[config.mk]
export PLATFORM = sky130hd
export DESIGN_NAME = tms_cfg
export DESIGN_NICKNAME = d
export VERILOG_FILES = /design/src/hdl/tms_pkg.sv /design/src/hdl/tms_cfg.sv
export SDC_FILE = /design/constraint.sdc
export NUM_CORES = 1
export LEC_CHECK = 0
export BUFFER_PORTS_ARGS = -buffer_cell sky130_fd_sc_hd__buf_4
export CORE_UTILIZATION = 35
export DETAILED_ROUTE_END_ITERATION = 6
export GPL_TIMING_DRIVEN = 0
export PLACE_DENSITY_LB_ADDON = 0.05
export SLEW_MARGIN = 5
export SYNTH_ARGS = -nofsm -noshare
export SYNTH_HDL_FRONTEND = slang
export SYNTH_SLANG_ARGS = --single-unit
[constraint.sdc]
create_clock -name clk -period 1.4 [get_ports clk]
set_clock_uncertainty 0.05 [all_clocks]
set_input_delay 0 -clock clk [delete_from_list [all_inputs] [get_ports clk]]
set_output_delay 0 -clock clk [all_outputs]
set_load 0.05 [all_outputs]
[src/hdl/tms_pkg.sv]
// ----------------------------------------------------------------------------
// tms_pkg
// shared types and constants of the turing machine stepper
// ----------------------------------------------------------------------------
package tms_pkg;

	localparam int unsigned STATE_W = 3;
	localparam int unsigned LIMIT_W = 32;
	localparam int unsigned TABLE_W = 40;
	localparam int unsigned RULE_W  = 5;
	localparam int unsigned CFG_W   = TABLE_W;
	localparam int unsigned ONES_W  = 17;
	localparam int unsigned POS_W   = 16;

	// configuration register index
	typedef enum logic [1:0] {
		REG_START_STATE = 2'd0,
		REG_STEP_LIMIT  = 2'd1,
		REG_RULE_LOW    = 2'd2,
		REG_RULE_HIGH   = 2'd3
	} reg_index_t;

	// one rule, packed as in the table: next state, move right, write bit
	typedef struct packed {
		logic [STATE_W-1:0] next_state;
		logic               move_right;
		logic               write_bit;
	} rule_t;

	// configuration registers as seen by the core
	typedef struct packed {
		logic [STATE_W-1:0] start_state;
		logic [LIMIT_W-1:0] step_limit;
		logic [TABLE_W-1:0] rule_low;
		logic [TABLE_W-1:0] rule_high;
	} cfg_t;

	// rule lookup for a state and the bit read under the head
	function automatic rule_t get_rule(
		input logic [TABLE_W-1:0] rule_low,
		input logic [TABLE_W-1:0] rule_high,
		input logic [STATE_W-1:0] state,
		input logic               rd_bit
	);
		logic [TABLE_W-1:0] tbl;
		logic [2:0]         slot;
		tbl  = state[2] ? rule_high : rule_low;
		slot = {state[1:0], rd_bit};
		return rule_t'(tbl[slot * RULE_W +: RULE_W]);
	endfunction

endpackage

[src/hdl/tms_cfg.sv]
// ----------------------------------------------------------------------------
// tms_cfg
// configuration register file of the turing machine stepper
// ----------------------------------------------------------------------------
module tms_cfg (
	input  logic                       clk,
	input  logic                       arst_n,
	input  logic                       cfg_wen,
	input  logic [1:0]                 cfg_index,
	input  logic [tms_pkg::CFG_W-1:0]  cfg_data,
	output tms_pkg::cfg_t              cfg
);

	tms_pkg::cfg_t cfg_q;

	always_ff @(posedge clk or negedge arst_n) begin
		if (!arst_n) begin
			cfg_q <= '0;
		end else if (cfg_wen) begin
			unique case (tms_pkg::reg_index_t'(cfg_index))
				tms_pkg::REG_START_STATE: cfg_q.start_state <= cfg_data[tms_pkg::STATE_W-1:0];
				tms_pkg::REG_STEP_LIMIT:  cfg_q.step_limit  <= cfg_data[tms_pkg::LIMIT_W-1:0];
				tms_pkg::REG_RULE_LOW:    cfg_q.rule_low    <= cfg_data[tms_pkg::TABLE_W-1:0];
				tms_pkg::REG_RULE_HIGH:   cfg_q.rule_high   <= cfg_data[tms_pkg::TABLE_W-1:0];
				default:                  cfg_q <= cfg_q;
			endcase
		end
	end

	assign cfg = cfg_q;

endmodule

==> results.json, run 1 <==
{
  "outcome": "finished, final reports clean",
  "leakage_nw": 3.13,
  "areaGrowthSynthToFinish_pct": 55.6,
  "ys_seq_elements": 115,
  "power.total_mw": 12.4,
  "num_antenna_cells": 0,
  "die_w_um": 112,
  "overflow": 0,
  "largest_reg_flops": 115,
  "power_frac_clock": 0.306,
  "synth_top_area_share": 0.675,
  "crit_type": "in2reg",
  "final_util": 0.569,
  "final_hold_viol_count": 0,
  "powerDensity_nw_per_um2": 1880,
  "finalSetupTns_ps": 0,
  "p_seq_frac": 0.343,
  "cts_sinks": 115,
  "rows": 39,
  "io_pins": 160,
  "cts_tree": "built",
  "ys_top_cells_by_count": "dfrtp_1 (115), mux2_2 (115), buf_2 (8)",
  "grt_max_degree": 61,
  "die_area_um2": 12600,
  "start_util": 0.366,
  "worst_slew_pin_slew_ps": 532,
  "r2r_start": "cfg[28]",
  "detailroute.wirelength.met3_um": 641,
  "synth_nets": 290,
  "first_pass_iters": 4,
  "met2_length_um": 4690,
  "clockBufferDepth": 2,
  "yosys_warnings": 0,
  "fin_crit_sh": 0.938,
  "synthesis.area_um2": 4260,
  "synthMuxAreaShare": 0.304,
  "slew_viol_final": 0,
  "ff2ff_path_depth": 1,
  "critPathLaunchType": "primary input",
  "ys.flop_type": "dfrtp_1",
  "setup_viol": 0,
  "rsz0062_at_grt": "no",
  "grt_pass1_wl_um": 15800,
  "nets": 512,
  "core_um2": 11700,
  "seq_area_frac_synth": 0.675,
  "min_path_type": "in2async",
  "die_height_um": 112,
  "drive_gt1_frac": 0.653,
  "r2r-end": "cfg[28]",
  "synthAdderAreaFrac": 0,
  "drt-initial-drc-count": 82,
  "avgSynthCellArea_um2": 17.4,
  "gp_congestion": 0.662,
  "clkTransAtPathRegs_ps": 50,
  "h-tree-depth": 4,
  "drc": 0,
  "synthSimpleGateAreaFrac": 0.00646,
  "period_needed_ps": 1310,
  "synth_cell_types": 7,
  "cts-buffers-inserted": 17,
  "cp-end-kind": "flip-flop",
  "synth_xor_area_frac": 0,
  "top_layer": "met4",
  "grt_pass1_vias": 3084,
  "port_buffers": 159,
  "ys_top_cells_by_area": "dfrtp_1 (68%), mux2_2 (30%), buf_2 (0.94%), buf_4 (0.53%), nand3b_1 (0.35%)",
  "p_int_mw": 7.89,
  "max_freq_mhz": 761,
  "combPwrFrac": 0.351,
  "synthCells": 245,
  "viasPerCell": 4.58,
  "dp_hpwl_um": 6550,
  "synth_compound_area_frac": 0,
  "clk_latency_ps": 400,
  "p_sw_frac": 0.366,
  "worstPathArrival_ps": 1540,
  "grt_antenna_before_repair": 0,
  "cp_max_fo": 10,
  "peakVddDrop_uv": 1030,
  "maxSlewHeadroom": 0.646,
  "post_cts_buffers": 0,
  "ys_async_sr_fraction": 1.00,
  "ant_nets": 0,
  "grtUsageTotal": 0.167,
  "routed_wl_um": 9600,
  "cp.required_ps": 1630,
  "met1_length_um": 4170,
  "root_buffer": "clkbuf_16",
  "wl_per_cell_um": 15.4,
  "synth-edff-count": 0,
  "synth_top_family_by_area": "multiplexers",
  "vias": 2848,
  "p_sw_mw": 4.55,
  "drv_cap": 0,
  "r2r_setup_slack_ps": 580,
  "synth_top_cell_by_area": "dfrtp_1"
}
-- layout by cell type (no fill, tap or decap) --
master / instances
dfrtp_1: 115
clkbuf_16: 17
buf_6: 1
nand3_1: 1
buf_4: 161
buf_16: 1
clkbuf_8: 5
nor3b_1: 1
buf_2: 8
clkbuf_1: 4
nand3b_1: 2
dlygate4sd3_1: 43
mux2_2: 115
clkinv_2: 5
-- critical path, cell delays in order --
cell	delay (ps)
dlygate4sd3_1	530
buf_4	130
nand3b_1	170
buf_2	320
mux2_2	380
-- metal layers --
metal | up-vias | GRT usage
met4 | 0 | 0.0613
li1 | 1316 | -
met1 | 1426 | 0.194
met2 | 97 | 0.271
met3 | 9 | 0.0778
met5 | - | 0
-- through the flow --
stage	hold WS (ps)	std cells	instance area [um2]	setup WS, ps
after floorplan	-346	245	4260	360
after global placement	192	547	5640	8.83
after detailed placement	-53.3	548	5670	201
after CTS	68.5	622	6630	81.9
after global routing	99.5	622	6630	18.3
final	68.2	622	6630	86.2
-- repair_timing --
item,CTS,global route
hold endpoints to repair,230,0
hold buffers,43,0
resized for setup,0,0
endpoints found under the setup margin,0,0
-- area by class of cell --
class                   count  area [um2]
clock inverters             5        25.0
fillers                   995        5030
flip-flops and latches    115        2880
plain buffers              11        62.6
well taps                 143         179
clock buffers              26         509
repair buffers            203        1660
multi-input cells         119        1320
-- worst max-delay path by stage --
stage                to  slack (ps)    startpoint
2_1_floorplan  cfg[105]         360      cfg[105]
3_3_place_gp    cfg[22]           9        arst_n
3_5_place_dp    cfg[61]         200  cfg_index[0]
4_1_cts         cfg[61]          80  cfg_index[1]
5_1_grt         cfg[61]          20  cfg_index[0]
6_report        cfg[61]          90  cfg_index[0]
-- power by group through the flow --
stage | Combinational (mW) | Sequential, mW | Clock, mW
after floorplan | 0.625 | 6.56 | 0
final | 4.37 | 4.27 | 3.80
after CTS | 4.42 | 4.28 | 3.93
after global routing | 4.54 | 4.35 | 4.09
after global placement | 4.28 | 4.30 | 0
after detailed placement | 4.32 | 4.32 | 0
-- cell families (layout without fill, tap and decap cells) --
group	after synthesis	count (layout)
multiplexers	115	115
buffers and inverters	11	245
AND/OR/NAND/NOR	4	4
flip-flops	115	115
Power figures use the tool's default switching activity.
==> run 2, diff against run 1 <==
Settings changed: CORE_ASPECT_RATIO set to 0.75.
==> run 2 against run 1 <==
- sequential power about the same
- utilization up 0.42 points
- sequential share of layout area down 0.61 points
- register-to-register slack worse by 20 ps
- critical endpoint is now cfg[14]
==> results.json, run 2 (synthesis results as in run 1) <==
{
  "outcome": "finished, final reports clean",
  "start_util": 0.363,
  "final_common_cell": "buf_4",
  "cp_cell_sequence": "dlygate4sd3_1 > buf_4 > nand3_1 > buf_2 > mux2_2",
  "core_um2": 11700,
  "r2r-end": "cfg[14]",
  "clkTransAtPathRegs_ps": 50,
  "grt_pass1_wl_um": 15900,
  "peakVddDrop_uv": 1040,
  "finalSetupTns_ps": 0,
  "num_antenna_cells": 0,
  "port_buffers": 159,
  "max_stage_delay_ps": 540,
  "rsz0062_at_grt": "no",
  "dp_hpwl_um": 6690,
  "fin_crit_sh": 0.933,
  "io_pins": 160,
  "routed_wl_um": 9990,
  "powerDensity_nw_per_um2": 1940,
  "cts_sinks": 115,
  "placed_area_um2": 5690,
  "r2r_start": "cfg[14]",
  "seqCellArea_um2": 2880,
  "wl_per_cell_um": 15.6,
  "root_buffer": "clkbuf_16",
  "r2r_setup_slack_ps": 560,
  "rows": 34,
  "grt_antenna_before_repair": 0,
  "clockBufferDepth": 2,
  "cp-end-kind": "flip-flop",
  "setup_viol": 0,
  "crit_type": "in2reg",
  "final_util": 0.573,
  "cp_max_fo": 10,
  "cp_top_family": "buffers and inverters",
  "cp.required_ps": 1630,
  "worst_slew_pin_slew_ps": 564,
  "max_freq_mhz": 766,
  "gp_congestion": 0.665,
  "leakage_nw": 3.15,
  "die_height_um": 97.6,
  "layout_common_cells": "buf_4 (161), mux2_2 (115), dfrtp_1 (115), dlygate4sd3_1 (43), clkbuf_16 (17)",
  "grt_pass1_vias": 3021,
  "cts_tree": "built",
  "vias": 2853,
  "cp_slowest_cell": "dlygate4sd3_1",
  "largest_reg_flops": 115,
  "pre_cts_ws_ps": 218,
  "grtUsageTotal": 0.169,
  "areaGrowthSynthToFinish_pct": 57.8,
  "multi_input_area_um2": 1320,
  "drt-initial-drc-count": 34,
  "drc": 0,
  "period_needed_ps": 1310,
  "ff2ff_path_depth": 1,
  "h-tree-depth": 4,
  "overflow": 0,
  "dpl.cell_count": 567,
  "drive_gt1_frac": 0.658,
  "hold_ws_ps": 76.4,
  "maxSlewHeadroom": 0.624,
  "die_w_um": 129,
  "critical_path_buf_inv_count": 3,
  "layout_setup_ws_ps": 94.4,
  "slew_viol_final": 0,
  "cp.depth": 5,
  "viasPerCell": 4.44,
  "post_cts_resized": 0,
  "min_path_type": "in2async",
  "die_area_um2": 12600,
  "final_hold_viol_count": 0,
  "grt_max_degree": 60,
  "nets": 512,
  "first_pass_iters": 4,
  "drv_cap": 0,
  "clk_latency_ps": 390,
  "ant_nets": 0,
  "cts-buffers-inserted": 17,
  "final_cell_count_no_fill": 642,
  "fillerInstances": 972,
  "final_area_um2": 6730,
  "critPathLaunchType": "primary input",
  "power.total_mw": 13.0,
  "worstPathArrival_ps": 1540
}
[run 2: cell count changes in the layout (fill, tap and decap cells not counted)]
cell / previous run / this run
bufinv_16: 0 / 3
clkbuf_1: 4 / 2
clkbuf_8: 5 / 3
clkinvlp_4: 0 / 2
[run 2: what timing repair did]
item | 4_1_cts | 5_1_grt
setup buffers | 0 | 0
endpoints found under the hold margin | 230 | 0
hold buffers | 43 | 0
[run 2: power breakdown]
group | switching [mW] | internal (mW) | total (mW)
clock network | 1.44 | 2.92 | 4.36
registers | 0.317 | 3.96 | 4.28
logic | 2.92 | 1.46 | 4.38
[run 2: per-layer routing]
layer	routed length [um]	track usage	vias up
met5	0	0	-
met4	88	0.0671	0
met3	700	0.0622	9
met2	4740	0.263	96
met1	4470	0.213	1427
li1	-	-	1321
[run 2: worst max path at each step]
stage,startpoint,to,slack (ps)
floorplan,cfg[105],cfg[105],360
global placement,arst_n,cfg[104],-10
detailed placement,cfg_index[0],cfg[16],220
CTS,cfg_index[0],cfg[14],70
global route,cfg_index[0],cfg[14],30
finish,cfg_index[0],cfg[14],90
[run 2: layout make-up]
class	count	share of cell area
multi-input combinational	119	0.197
clock buffer	22	0.0705
tap	162	0.0301
buffer	11	0.00930
timing repair buffer	203	0.246
sequential	115	0.428
clock inverter	10	0.0193
